File: src/rtl/core/bdpc_pkg.sv
// shared types and codes for the button debounce press classifier
package bdpc_pkg;

    localparam int unsigned TIME_W = 32;
    localparam int unsigned DEB_W  = 16;
    localparam int unsigned MODE_W = 2;
    localparam int unsigned EV_W   = 2;
    localparam int unsigned IDX_W  = 3;
    localparam int unsigned DATA_W = 32;

    // mode codes
    localparam logic [MODE_W-1:0] MODE_EDGE     = 2'd0;
    localparam logic [MODE_W-1:0] MODE_CLASSIFY = 2'd1;
    localparam logic [MODE_W-1:0] MODE_REPEAT   = 2'd2;

    // event codes
    localparam logic [EV_W-1:0] EV_NONE  = 2'd0;
    localparam logic [EV_W-1:0] EV_PRESS = 2'd1;
    localparam logic [EV_W-1:0] EV_SHORT = 2'd2;
    localparam logic [EV_W-1:0] EV_LONG  = 2'd3;

    // register indexes
    localparam logic [IDX_W-1:0] REG_MODE            = 3'd0;
    localparam logic [IDX_W-1:0] REG_DEBOUNCE        = 3'd1;
    localparam logic [IDX_W-1:0] REG_LONG_PRESS      = 3'd2;
    localparam logic [IDX_W-1:0] REG_REPEAT_DELAY    = 3'd3;
    localparam logic [IDX_W-1:0] REG_REPEAT_INTERVAL = 3'd4;

    // reset values
    localparam logic [MODE_W-1:0] RST_MODE            = MODE_CLASSIFY;
    localparam logic [DEB_W-1:0]  RST_DEBOUNCE        = 16'd35;
    localparam logic [TIME_W-1:0] RST_LONG_PRESS      = 32'd1000;
    localparam logic [TIME_W-1:0] RST_REPEAT_DELAY    = 32'd500;
    localparam logic [TIME_W-1:0] RST_REPEAT_INTERVAL = 32'd150;

    typedef struct packed {
        logic [MODE_W-1:0] mode;
        logic [DEB_W-1:0]  settle_ms;
        logic [TIME_W-1:0] long_press_ms;
        logic [TIME_W-1:0] repeat_delay_ms;
        logic [TIME_W-1:0] repeat_interval_ms;
    } t_cfg;

endpackage

File: src/rtl/core/bdpc_regs.sv
// configuration register file
module bdpc_regs
    import bdpc_pkg::*;
(
    input  logic              i_clk,
    input  logic              i_rst_n,
    input  logic              i_cfg_we,
    input  logic [IDX_W-1:0]  i_cfg_idx,
    input  logic [DATA_W-1:0] i_cfg_data,
    output t_cfg              o_cfg
);

    t_cfg r_cfg;
    t_cfg n_cfg;

    always_comb begin
        n_cfg = r_cfg;
        if (i_cfg_we) begin
            case (i_cfg_idx)
                REG_MODE:            n_cfg.mode               = i_cfg_data[MODE_W-1:0];
                REG_DEBOUNCE:        n_cfg.settle_ms          = i_cfg_data[DEB_W-1:0];
                REG_LONG_PRESS:      n_cfg.long_press_ms      = i_cfg_data[TIME_W-1:0];
                REG_REPEAT_DELAY:    n_cfg.repeat_delay_ms    = i_cfg_data[TIME_W-1:0];
                REG_REPEAT_INTERVAL: n_cfg.repeat_interval_ms = i_cfg_data[TIME_W-1:0];
                default:             n_cfg = r_cfg;
            endcase
        end
    end

    always_ff @(posedge i_clk) begin
        if (!i_rst_n) begin
            r_cfg.mode               <= RST_MODE;
            r_cfg.settle_ms          <= RST_DEBOUNCE;
            r_cfg.long_press_ms      <= RST_LONG_PRESS;
            r_cfg.repeat_delay_ms    <= RST_REPEAT_DELAY;
            r_cfg.repeat_interval_ms <= RST_REPEAT_INTERVAL;
        end else begin
            r_cfg <= n_cfg;
        end
    end

    assign o_cfg = r_cfg;

endmodule

File: src/rtl/core/bdpc_core.sv
// debounce state and press classification, one sample per update
module bdpc_core
    import bdpc_pkg::*;
(
    input  logic              i_clk,
    input  logic              i_rst_n,
    input  logic              i_step,
    input  logic              i_level,
    input  logic [TIME_W-1:0] i_now_ms,
    input  t_cfg              i_cfg,
    output logic [EV_W-1:0]   o_button_event
);

    logic              r_raw, n_raw;
    logic              r_stable, n_stable;
    logic [TIME_W-1:0] r_chg_time, n_chg_time;
    logic [TIME_W-1:0] r_press_time, n_press_time;
    logic [TIME_W-1:0] r_rep_time, n_rep_time;
    logic              r_long, n_long;

    logic              raw_change;
    logic [TIME_W-1:0] d_chg, d_press, d_rep;
    logic              settled;
    logic              changed;
    logic [EV_W-1:0]   ev;

    // wrapping time differences, all in parallel
    assign raw_change = (i_level != r_raw);
    assign d_chg      = raw_change ? '0 : (i_now_ms - r_chg_time);
    assign d_press    = i_now_ms - r_press_time;
    assign d_rep      = i_now_ms - r_rep_time;
    assign settled    = (d_chg >= {{(TIME_W-DEB_W){1'b0}}, i_cfg.settle_ms});
    assign changed    = settled && (i_level != r_stable);

    always_comb begin
        n_raw        = r_raw;
        n_stable     = r_stable;
        n_chg_time   = r_chg_time;
        n_press_time = r_press_time;
        n_rep_time   = r_rep_time;
        n_long       = r_long;
        ev           = EV_NONE;
        if (raw_change) begin
            n_raw      = i_level;
            n_chg_time = i_now_ms;
        end
        case (i_cfg.mode)
            MODE_CLASSIFY: begin
                if (changed) begin
                    n_stable = i_level;
                    if (!i_level) begin
                        n_press_time = i_now_ms;
                        n_long       = 1'b0;
                    end else begin
                        ev = r_long ? EV_NONE : EV_SHORT;
                    end
                end else if (settled && !r_stable && !r_long &&
                             (d_press >= i_cfg.long_press_ms)) begin
                    n_long = 1'b1;
                    ev     = EV_LONG;
                end
            end
            MODE_REPEAT: begin
                if (changed) begin
                    n_stable = i_level;
                    if (!i_level) begin
                        n_press_time = i_now_ms;
                        n_rep_time   = i_now_ms;
                        ev           = EV_PRESS;
                    end
                end else if (!r_stable && (d_press >= i_cfg.repeat_delay_ms) &&
                             (d_rep >= i_cfg.repeat_interval_ms)) begin
                    n_rep_time = i_now_ms;
                    ev         = EV_PRESS;
                end
            end
            default: begin
                // plain edge mode, unused code behaves the same
                if (changed) begin
                    n_stable = i_level;
                    if (!i_level) begin
                        n_press_time = i_now_ms;
                        n_rep_time   = i_now_ms;
                        n_long       = 1'b0;
                        ev           = EV_PRESS;
                    end
                end
            end
        endcase
    end

    always_ff @(posedge i_clk) begin
        if (!i_rst_n) begin
            r_raw        <= 1'b1;
            r_stable     <= 1'b1;
            r_chg_time   <= '0;
            r_press_time <= '0;
            r_rep_time   <= '0;
            r_long       <= 1'b0;
        end else if (i_step) begin
            r_raw        <= n_raw;
            r_stable     <= n_stable;
            r_chg_time   <= n_chg_time;
            r_press_time <= n_press_time;
            r_rep_time   <= n_rep_time;
            r_long       <= n_long;
        end
    end

    assign o_button_event = ev;

endmodule

File: src/rtl/core/button_debounce_press_classifier.sv
// top level: sample register, classifier state and result register
// path: an input transfer loads the sample register, a step then loads the result register (two register stages)
// throughput: one sample per cycle unless the result side stalls, set by the state update loop in bdpc_core
// back-pressure: sample register and result register each hold one item
// reset (i_rst_n low, synchronous): released button at time 0, registers at defaults,
// both stages empty
module button_debounce_press_classifier
    import bdpc_pkg::*;
(
    input  logic              i_clk,
    input  logic              i_rst_n,
    // sample channel
    input  logic              i_valid,
    output logic              o_ready,
    input  logic              i_level,
    input  logic [TIME_W-1:0] i_now_ms,
    // result channel
    output logic              o_valid,
    input  logic              i_ready,
    output logic [EV_W-1:0]   o_button_event,
    // configuration writes
    input  logic              i_cfg_we,
    input  logic [IDX_W-1:0]  i_cfg_idx,
    input  logic [DATA_W-1:0] i_cfg_data
);

    t_cfg cfg;

    // sample register
    logic              r_in_valid;
    logic              r_level;
    logic [TIME_W-1:0] r_now_ms;

    // result register
    logic              r_out_valid;
    logic [EV_W-1:0]   r_event;

    logic              in_xfer;
    logic              step;
    logic [EV_W-1:0]   step_event;

    // a held sample is classified whenever the result register can take it
    assign step    = r_in_valid && (!r_out_valid || i_ready);
    // sample register refills in the same cycle it drains
    assign o_ready = !r_in_valid || step;
    assign in_xfer = i_valid && o_ready;

    bdpc_regs u_regs (
        .i_clk      (i_clk),
        .i_rst_n    (i_rst_n),
        .i_cfg_we   (i_cfg_we),
        .i_cfg_idx  (i_cfg_idx),
        .i_cfg_data (i_cfg_data),
        .o_cfg      (cfg)
    );

    bdpc_core u_core (
        .i_clk          (i_clk),
        .i_rst_n        (i_rst_n),
        .i_step         (step),
        .i_level        (r_level),
        .i_now_ms       (r_now_ms),
        .i_cfg          (cfg),
        .o_button_event (step_event)
    );

    // sample stage control
    always_ff @(posedge i_clk) begin
        if (!i_rst_n) begin
            r_in_valid <= 1'b0;
        end else if (o_ready) begin
            r_in_valid <= i_valid;
        end
    end

    // sample payload, no reset needed
    always_ff @(posedge i_clk) begin
        if (in_xfer) begin
            r_level  <= i_level;
            r_now_ms <= i_now_ms;
        end
    end

    // result stage control
    always_ff @(posedge i_clk) begin
        if (!i_rst_n) begin
            r_out_valid <= 1'b0;
        end else if (step) begin
            r_out_valid <= 1'b1;
        end else if (i_ready) begin
            r_out_valid <= 1'b0;
        end
    end

    // result payload
    always_ff @(posedge i_clk) begin
        if (step) begin
            r_event <= step_event;
        end
    end

    assign o_valid        = r_out_valid;
    assign o_button_event = r_event;

endmodule

File: config.mk
export PLATFORM = sky130hd
export DESIGN_NAME = button_debounce_press_classifier
export DESIGN_NICKNAME = d
export VERILOG_FILES = /design/src/rtl/core/bdpc_pkg.sv /design/src/rtl/core/bdpc_regs.sv /design/src/rtl/core/bdpc_core.sv /design/src/rtl/core/button_debounce_press_classifier.sv
export SDC_FILE = /design/constraint.sdc
export NUM_CORES = 1
export LEC_CHECK = 0
export ABC_AREA = 0
export BUFFER_PORTS_ARGS = -buffer_cell sky130_fd_sc_hd__buf_2
export CORE_UTILIZATION = 50
export CTS_BUF_LIST = sky130_fd_sc_hd__clkbuf_16
export CTS_CLUSTER_DIAMETER = 150
export DETAILED_ROUTE_END_ITERATION = 8
export PLACE_DENSITY = 0.67
export SETUP_SLACK_MARGIN = 0.02
export SYNTH_ARGS = -nofsm -noshare
export SYNTH_HDL_FRONTEND = slang
export SYNTH_HIERARCHICAL = 1
export SYNTH_SLANG_ARGS = --single-unit
File: constraint.sdc
create_clock -name i_clk -period 8.4 [get_ports i_clk]
set_clock_uncertainty 0.1 [all_clocks]
set_input_delay 1.26 -clock i_clk [delete_from_list [all_inputs] [get_ports i_clk]]
set_output_delay 1.26 -clock i_clk [all_outputs]
set_load 0.05 [all_outputs]
Yosys cells after proc, flatten, opt, wreduce, memory -nomap -nowiden

Index checks and enable logic that the tools add are counted.

Output and inout port bits: 4
Latch bits: 0
Bits in registers: 250
ROM bits: 0
Memories kept: 0
Bits in writable memories: 0
Logic and storage cells: 86
Input bits: 73

Shift operators: 0
Add/sub/neg operators: 3
Order comparisons: 4
Div/mod/pow operators: 0
$mul: 0
Mux-type cells: 22
Equal/unequal tests: 8
Reduce and logical (&&, ||, !) cells: 30
Bitwise operators: 3

Operator list:

| kind                                           | number |
|---|---|
| two-way mux 32 bit                             | 5 |
| >= comparator 32 bit                           | 3 |
| subtractor 32 bit                              | 3 |
| case mux 32 bit (2 select lines)               | 1 |
| >= comparator 32 x 16 -> 1 bit                 | 1 |
| AND reduction 2 bit                            | 7 |
| two-way mux 2 bit                              | 5 |
| nonzero test 2 bit                             | 5 |
| two-way mux 1 bit                              | 9 |
| logical AND 1 bit                              | 8 |
| AND reduction 4 bit                            | 2 |
| == test 3 x 2 -> 1 bit (second input constant) | 2 |
| zero test 1 bit                                | 4 |
| case mux 2 bit (2 select lines)                | 1 |
| == test 3 x 1 -> 1 bit (second input constant) | 1 |
| == test 3 bit (second input constant)          | 1 |
| zero test 3 bit                                | 1 |
| inverter 1 bit                                 | 3 |
| AND reduction 3 bit                            | 1 |
| == test 2 x 1 -> 1 bit (second input constant) | 1 |
| == test 2 bit (second input constant)          | 1 |
| logical OR 1 bit                               | 2 |
| inequality test 1 bit                          | 2 |
| case mux 1 bit (2 select lines)                | 1 |

Longest topological paths before layout

Gate-level depths: netlist of run 1.

Word-level depth: 9
Depth in mapped cells: 28
Mapped depth without buffers: 27

Hierarchy

Netlist of run 1, hierarchy kept.

Modules (own cells, without submodules):

| module                           | area an instance (µm²) | instances | cells each | seq. area each (µm²) |
|---|---|---|---|---|
| bdpc_core                        | 11626.2                | 1         | 1563       | 1981.9 |
| bdpc_regs                        | 4393.0                 | 1         | 421        | 2282.2 |
| button_debounce_press_classifier | 1154.9                 | 1         | 44         | 1091.0 |

Worst setup path after synthesis of run 1

Ideal clock, no wire load.

Path type: flip-flop to flip-flop
Start: reg r_now_ms[1]
End: reg u_core.r_rep_time[1]
Path slack: 3315 ps
Stages on the path, launching flop included: 25
Required time: 8228 ps
Arrival time: 4914 ps
Setup time: 72 ps
Cell sequence: edfxtp_1 inv_1 fa_1 nand2b_1 a211oi_2 or2_1 a21oi_2 o21ai_0 xnor2_1 nor2_1 ha_1 a2111oi_0 a211oi_1 a31oi_1 o21ai_1 nor2b_1 o2111ai_1 a311oi_1 and4_1 a41oi_1 or2_0 buf_2 a221oi_4 buf_6 mux2i_1

Cells in the longest elaborated chain, start to end: 6
Elaborated cells on any way between the ends: 18
Those cells by class: add/sub (3); order compare (3); mux (6); reduce/logical (6)

Ends and longest elaborated chain:

| element                                                                        | RTL line                               | RTL |
|---|---|---|
| start: declaration                                                             | button_debounce_press_classifier.sv:32 | `logic [TIME_W-1:0] r_now_ms;` |
| start signal: assignment                                                       | button_debounce_press_classifier.sv:80 | `r_now_ms <= i_now_ms;` |
| subtractor 32 bit (on tied branches)                                           | bdpc_core.sv:29, bdpc_core.sv:30       |  |
| two-way mux 32 bit / >= comparator 32 bit (equally long branches)              | bdpc_core.sv:29, bdpc_core.sv:71       |  |
| >= comparator 32 x 16 -> 1 bit / logical AND 1 bit (equally long branches)     | bdpc_core.sv:32, bdpc_core.sv:71       |  |
| logical AND 1 bit (on tied branches)                                           | bdpc_core.sv:33, bdpc_core.sv:71       |  |
| two-way mux 32 bit / nonzero test 2 bit (equally long branches)                | -                                      |  |
| case mux 32 bit (2 select lines) / AND reduction 4 bit (equally long branches) | -                                      |  |
| end signal: assignment                                                         | bdpc_core.sv:105                       | `r_rep_time <= n_rep_time;` |
| end: declaration                                                               | bdpc_core.sv:18                        | `logic [TIME_W-1:0] r_rep_time, n_rep_time;` |

Several ways; a longest one is shown, not always the timed one. The select of a mux whose other input is x is not followed.
A chain may end at the register's enable or synchronous reset.

Worst setup path after layout of run 1

Ends and elaborated chain as after synthesis.

==> results of run 1 <==
cell families after synthesis:
kind of cell / after synthesis / share of synthesized area [%]
flip-flops: 250 / 31.2
AO/OA/AOI/OAI: 398 / 15.2
buffers and inverters: 300 / 7.43
AND/OR/NAND/NOR: 611 / 16.2
multiplexers: 181 / 10.5
XOR/XNOR: 78 / 3.98
adder cells (fa/ha/maj): 210 / 15.4
registers in the layout, indices dropped and copies added, names as in the netlist:
signal	flops
u_core/r_raw	1
u_core/r_rep_time	32
r_in_valid	1
o_valid	1
u_core/r_long	1
u_core/r_chg_time	32
r_level	1
r_now_ms	32
u_regs/o_cfg	114
u_core/r_press_time	32
o_button_event	2
u_core/r_stable	1
critical path: stages, from the launching register on:
cell and delay (ps):
edfxtp_1 550, ha_1 370, nor2b_1 140, o21ai_0 200, a21boi_0 230, o21ai_0 340
nand2_1 140, a2111oi_1 770, o21ai_0 330, nor2b_1 290, nor2_1 90, a21oi_1 180
xnor2_1 80, ha_1 300, nand4_1 170, nor4_1 360, a21oi_1 130, o21ai_0 290
a21o_1 160, nand4_1 220, a221oi_4 680, buf_4 500, mux2i_1 240
per-layer routing:
metal,global-route usage [%],share of wire [%]
met5,0,0
met4,8.73,3.5
met3,2.61,2.9
met2,44.7,50
met1,29.2,44
cells in the mapped netlist (all sizes together) (3+ instances only):
cell,n
a2111oi,5
buf,23
o311ai,4
nand2b,18
nor4b,5
xor2,27
o21ai,70
and3,10
nand2,345
nor3,23
nor2,81
a221oi,3
nand3,21
mux2i,181
and2,3
a211oi,12
nor4,4
and4,4
o211a,3
xnor2,51
ha,207
or3,7
nand4,23
nor2b,52
clkbuf,49
a21boi,41
or2,5
edfxtp,35
o21a,21
inv,228
o22ai,5
fa,3
o21bai,14
o31ai,5
a31oi,9
a21o,75
dfxtp,215
o211ai,3
a21oi,112
placed cells by master, fill, tap and decap left out, drive strengths merged, types with 11 or more instances in the layout:
| cell type | instances |
|---|---|
| o21ai | 70 |
| o21a | 21 |
| nand2 | 345 |
| nor2 | 81 |
| a21o | 75 |
| nor3 | 23 |
| nand4 | 23 |
| xor2 | 27 |
| clkinv | 11 |
| dfxtp | 215 |
| nor2b | 52 |
| nand3 | 21 |
| inv | 235 |
| o21bai | 14 |
| a21boi | 41 |
| buf | 85 |
| xnor2 | 51 |
| a21oi | 112 |
| ha | 207 |
| nand2b | 18 |
| edfxtp | 35 |
| clkbuf | 31 |
| a211oi | 12 |
| mux2i | 181 |
metrics by stage:
step	power, µW	instances
2_1_floorplan	1890	2028
3_3_place_gp	2070	2490
5_1_grt	3530	2543
3_5_place_dp	2100	2490
6_report	3360	2543
4_1_cts	3390	2543
where the power goes:
| group | switching, µW | total, µW | internal (µW) |
|---|---|---|---|
| clock | 518 | 1280 | 763 |
| combinational | 462 | 791 | 330 |
| sequential | 36.7 | 1290 | 1250 |
worst paths after layout:
kind,to,start,cells after the start
worst max register to register,u_core/r_rep_time[1],r_now_ms[1],22
worst max-delay path,u_core/r_rep_time[1],r_now_ms[1],22
worst min-delay path,u_regs/o_cfg[77],u_regs/o_cfg[77],2
worst min register to register,u_regs/o_cfg[77],u_regs/o_cfg[77],2
final cells by class:
| cell class | instances | area, µm² |
|---|---|---|
| clock buffers | 30 | 751 |
| clock inverters | 23 | 206 |
| repair buffers | 86 | 464 |
| fillers | 3151 | 14900 |
| inverters | 228 | 856 |
| multi-input cells | 1478 | 10600 |
| well taps | 448 | 561 |
| flip-flops and latches | 250 | 5360 |
==> flow_summary.json, run 1 <==
{
  "drive_gt1_share_pct": 7.16,
  "arrival_ps": 7330,
  "rsz0062_at_grt": "no",
  "synthFlopType": "dfxtp_1",
  "gp_congestion": 0.927,
  "synth_cells": 2028,
  "power_density_nw_per_um2": 179,
  "hold_buffers": 0,
  "worstSetupPathType": "reg2reg",
  "cts.clk_slew.worst_paths_ps": 60,
  "setup_ws_ps": 1460,
  "place_area_um2": 17800,
  "firstDrtPassIters": 5,
  "drt-initial-drc-count": 716,
  "synth_area_per_cell_um2": 8.47,
  "track_usage_pct": 24.3,
  "synth.top_cell.area_share_pct": 25.1,
  "synth-async-reset-ratio_pct": 0,
  "synth_edf_count": 35,
  "fin_crit_sh_pct": 82.6,
  "synth_top_area_cell": "dfxtp_1",
  "timing.hold.ws_ps": 354,
  "setup_tns_ps": 0,
  "fin_crit_ps": 6940,
  "grt_antenna_before_repair": 0,
  "synth_area_leaders": "dfxtp_1 (25%), ha_1 (15%), mux2i_1 (11%), nand2_1 (7.5%), edfxtp_1 (6.1%)",
  "post-route-drc-count": 0,
  "r2r_slack_ps": 1460,
  "io_pins": 77,
  "clock.fmax_ghz": 0.144,
  "slew_viol_final": 0,
  "hp-class": "reg2reg",
  "post_cts_buffers": 0,
  "p_leak_uw": 0.00805,
  "diodes": 0,
  "yosysUniqueCellTypes": 75,
  "endpoint_kind": "flip-flop",
  "wl_per_cell_um": 17.0,
  "grt_pass1_wl_um": 69000,
  "die_h_um": 187,
  "nets": 2356,
  "rows": 67,
  "ctsResizeCount": 0,
  "start_kind": "flip-flop",
  "routed_wl_um": 43300,
  "syn_area_um2": 17200,
  "worst_pin_slew_ps": 1260,
  "portBuffers": 76,
  "yosys_warnings": 6,
  "grt_max_degree": 128,
  "area_growth_pct": 9.22,
  "pre_cts_slack_ps": 1620,
  "coreArea_um2": 33700,
  "cts.htree.levels": 1,
  "max_cap_violations": 0,
  "ys_seq_area_share_pct": 31.2,
  "status": "finished clean",
  "vias_per_cell": 5.41,
  "synth.net_count": 2311,
  "irDropWorstVdd_mv": 0.139,
  "slew_headroom_pct": 16.2,
  "ys_ff_latch": 250,
  "vias": 13800,
  "gr-total-overflow": 0,
  "die_w_um": 187,
  "cts_root_buf": "clkbuf_16",
  "post-route-util_pct": 55.7,
  "cts.sinks": 250,
  "design_area_um2": 18800,
  "ctsLongestPathBuffers": 3,
  "cp.required_ps": 8790,
  "grt_pass1_vias": 13500,
  "clk_latency_ps": 570,
  "initial_core_util_pct": 51.0,
  "die_area_um2": 35100,
  "cp_max_fo": 23,
  "final_antenna_net_count": 0,
  "hold_viol_final": 0,
  "tritoncts": "done",
  "hpwl_um": 33400,
  "finalSetupViolCount": 0,
  "cts_made_buffers": 29
}
Note: power is estimated with default switching activity, not from simulation.
==> run 2, diff against run 1 <==
- clock period: 8.4 -> 7 ns (I/O delays scaled with it)
==> run 2 against run 1 <==
Clock-buffer cell count did not move. Sequential cell count did not move. Design area fell by 0.27%. Maximum frequency rose by 9.4%. Register-to-register slack got worse by 810 ps. Critical path type unchanged. Largest cell class unchanged. Largest power group unchanged.
==> flow_summary.json, run 2 (synthesis gave the netlist of run 1 again) <==
{
  "ctsResizeCount": 0,
  "cts.htree.levels": 1,
  "slew_headroom_pct": 18.6,
  "final_antenna_net_count": 0,
  "grt_pass1_vias": 13600,
  "die_w_um": 187,
  "rows": 67,
  "tritoncts": "done",
  "setup_ws_ps": 658,
  "fin_crit_ps": 6340,
  "worst_pin_slew_ps": 1220,
  "finalSetupViolCount": 0,
  "hold_buffers": 0,
  "grt_pass1_wl_um": 69100,
  "cts.sinks": 250,
  "cp_cell_sequence": "ha_1 -> nor2b_1 -> o21ai_0 -> a21boi_0 -> o21ai_0 -> nand2_1 -> a2111oi_1 -> o21ai_0 -> nor2b_1 -> nor2_1 -> a21oi_1 -> xnor2_1 -> ha_1 -> nand4_1 -> nor4_1 -> a21oi_1 -> o21ai_0 -> a21o_1 -> nand4_1 -> a221oi_4 -> buf_12 -> mux2i_1",
  "start_kind": "flip-flop",
  "cp_max_fo": 28,
  "nets": 2357,
  "worstSetupPathType": "reg2reg",
  "drt-initial-drc-count": 583,
  "final_cell_mix": "nand2_1 (345), inv_1 (233), dfxtp_1 (215)",
  "die_h_um": 187,
  "firstDrtPassIters": 7,
  "pre_cts_slack_ps": 781,
  "setup_tns_ps": 0,
  "grt_antenna_before_repair": 0,
  "drive_gt1_share_pct": 7.21,
  "vias_per_cell": 5.48,
  "hpwl_um": 33600,
  "post-route-drc-count": 0,
  "portBuffers": 76,
  "p_leak_uw": 0.00803,
  "endpoint_kind": "flip-flop",
  "slew_viol_final": 0,
  "largest_reg_flops": 114,
  "wl_per_cell_um": 17.2,
  "rsz0062_at_grt": "no",
  "power_density_nw_per_um2": 210,
  "gr-total-overflow": 0,
  "cts.clk_slew.worst_paths_ps": 60,
  "hold_viol_final": 0,
  "final_common_cell": "nand2_1",
  "fin_crit_sh_pct": 90.6,
  "clk_latency_ps": 570,
  "status": "finished clean",
  "gp_congestion": 0.956,
  "coreArea_um2": 33700,
  "die_area_um2": 35100,
  "grt_max_degree": 147,
  "cts_made_buffers": 28,
  "path_common_cell": "o21ai_0",
  "cp.required_ps": 7390,
  "track_usage_pct": 24.5,
  "max_cap_violations": 0,
  "initial_core_util_pct": 51.0,
  "routed_wl_um": 43600,
  "cts_root_buf": "clkbuf_16",
  "io_pins": 77,
  "ctsLongestPathBuffers": 3,
  "cpPeakStageDelay_ps": 760,
  "clock.fmax_ghz": 0.158,
  "arrival_ps": 6730,
  "irDropWorstVdd_mv": 0.217,
  "vias": 13900,
  "diodes": 0,
  "hp-class": "reg2reg",
  "cp_slowest_cell": "a2111oi_1",
  "area_growth_pct": 8.92,
  "post_cts_buffers": 0
}
[run 2: path summary, 6_finish.rpt]
kind / cells past startpoint / to / slack (ps) / from
setup / recovery: 22 / u_core/r_rep_time[14] / 660 / r_now_ms[1]
hold / removal: 2 / u_regs/o_cfg[66] / 360 / u_regs/o_cfg[66]
setup reg to reg: 22 / u_core/r_rep_time[14] / 660 / r_now_ms[1]
hold reg to reg: 2 / u_regs/o_cfg[66] / 360 / u_regs/o_cfg[66]
[run 2: stage by stage]
step                      cell area [µm²]  instances  total power (µW)  hold WS [ps]  util (%)
after floorplan                     17200       2028              2260           335         -
after global placement              17800       2492              2490           342      52.9
after detailed placement            17800       2492              2520           349      52.9
after CTS                           18700       2543              3960           357      55.5
after global routing                18700       2543              4130           369      55.5
final                               18700       2543              3920           356      55.5
[run 2: critical path, delay by kind of cell (launching register included)]
family	cells	cell delay, ps
simple gates	7	1320
xor+xnor	1	90
flops	1	540
buf+inv	1	290
fa+ha+maj	2	630
compound gates	10	3010
mux	1	230
[run 2: area by class of cell]
| type | count | area [µm²] |
|---|---|---|
| fill | 3193 | 15000 |
| clock buffer | 30 | 751 |
| sequential | 250 | 5360 |
| inverter | 228 | 856 |
| clock inverter | 21 | 128 |
| timing repair buffer | 88 | 492 |
| multi-input combinational | 1478 | 10600 |
| tap | 448 | 561 |
[run 2: where the power goes]
| group | internal [µW] | switching, µW |
|---|---|---|
| clock | 806 | 620 |
| combinational | 396 | 554 |
| sequential | 1500 | 43.4 |
[run 2: layer usage]
layer  track usage, %  wire length, µm
met1             28.7            18300
met2             44.6            21600
met3             3.23             1690
met4             10.7             1990
met5                0                0
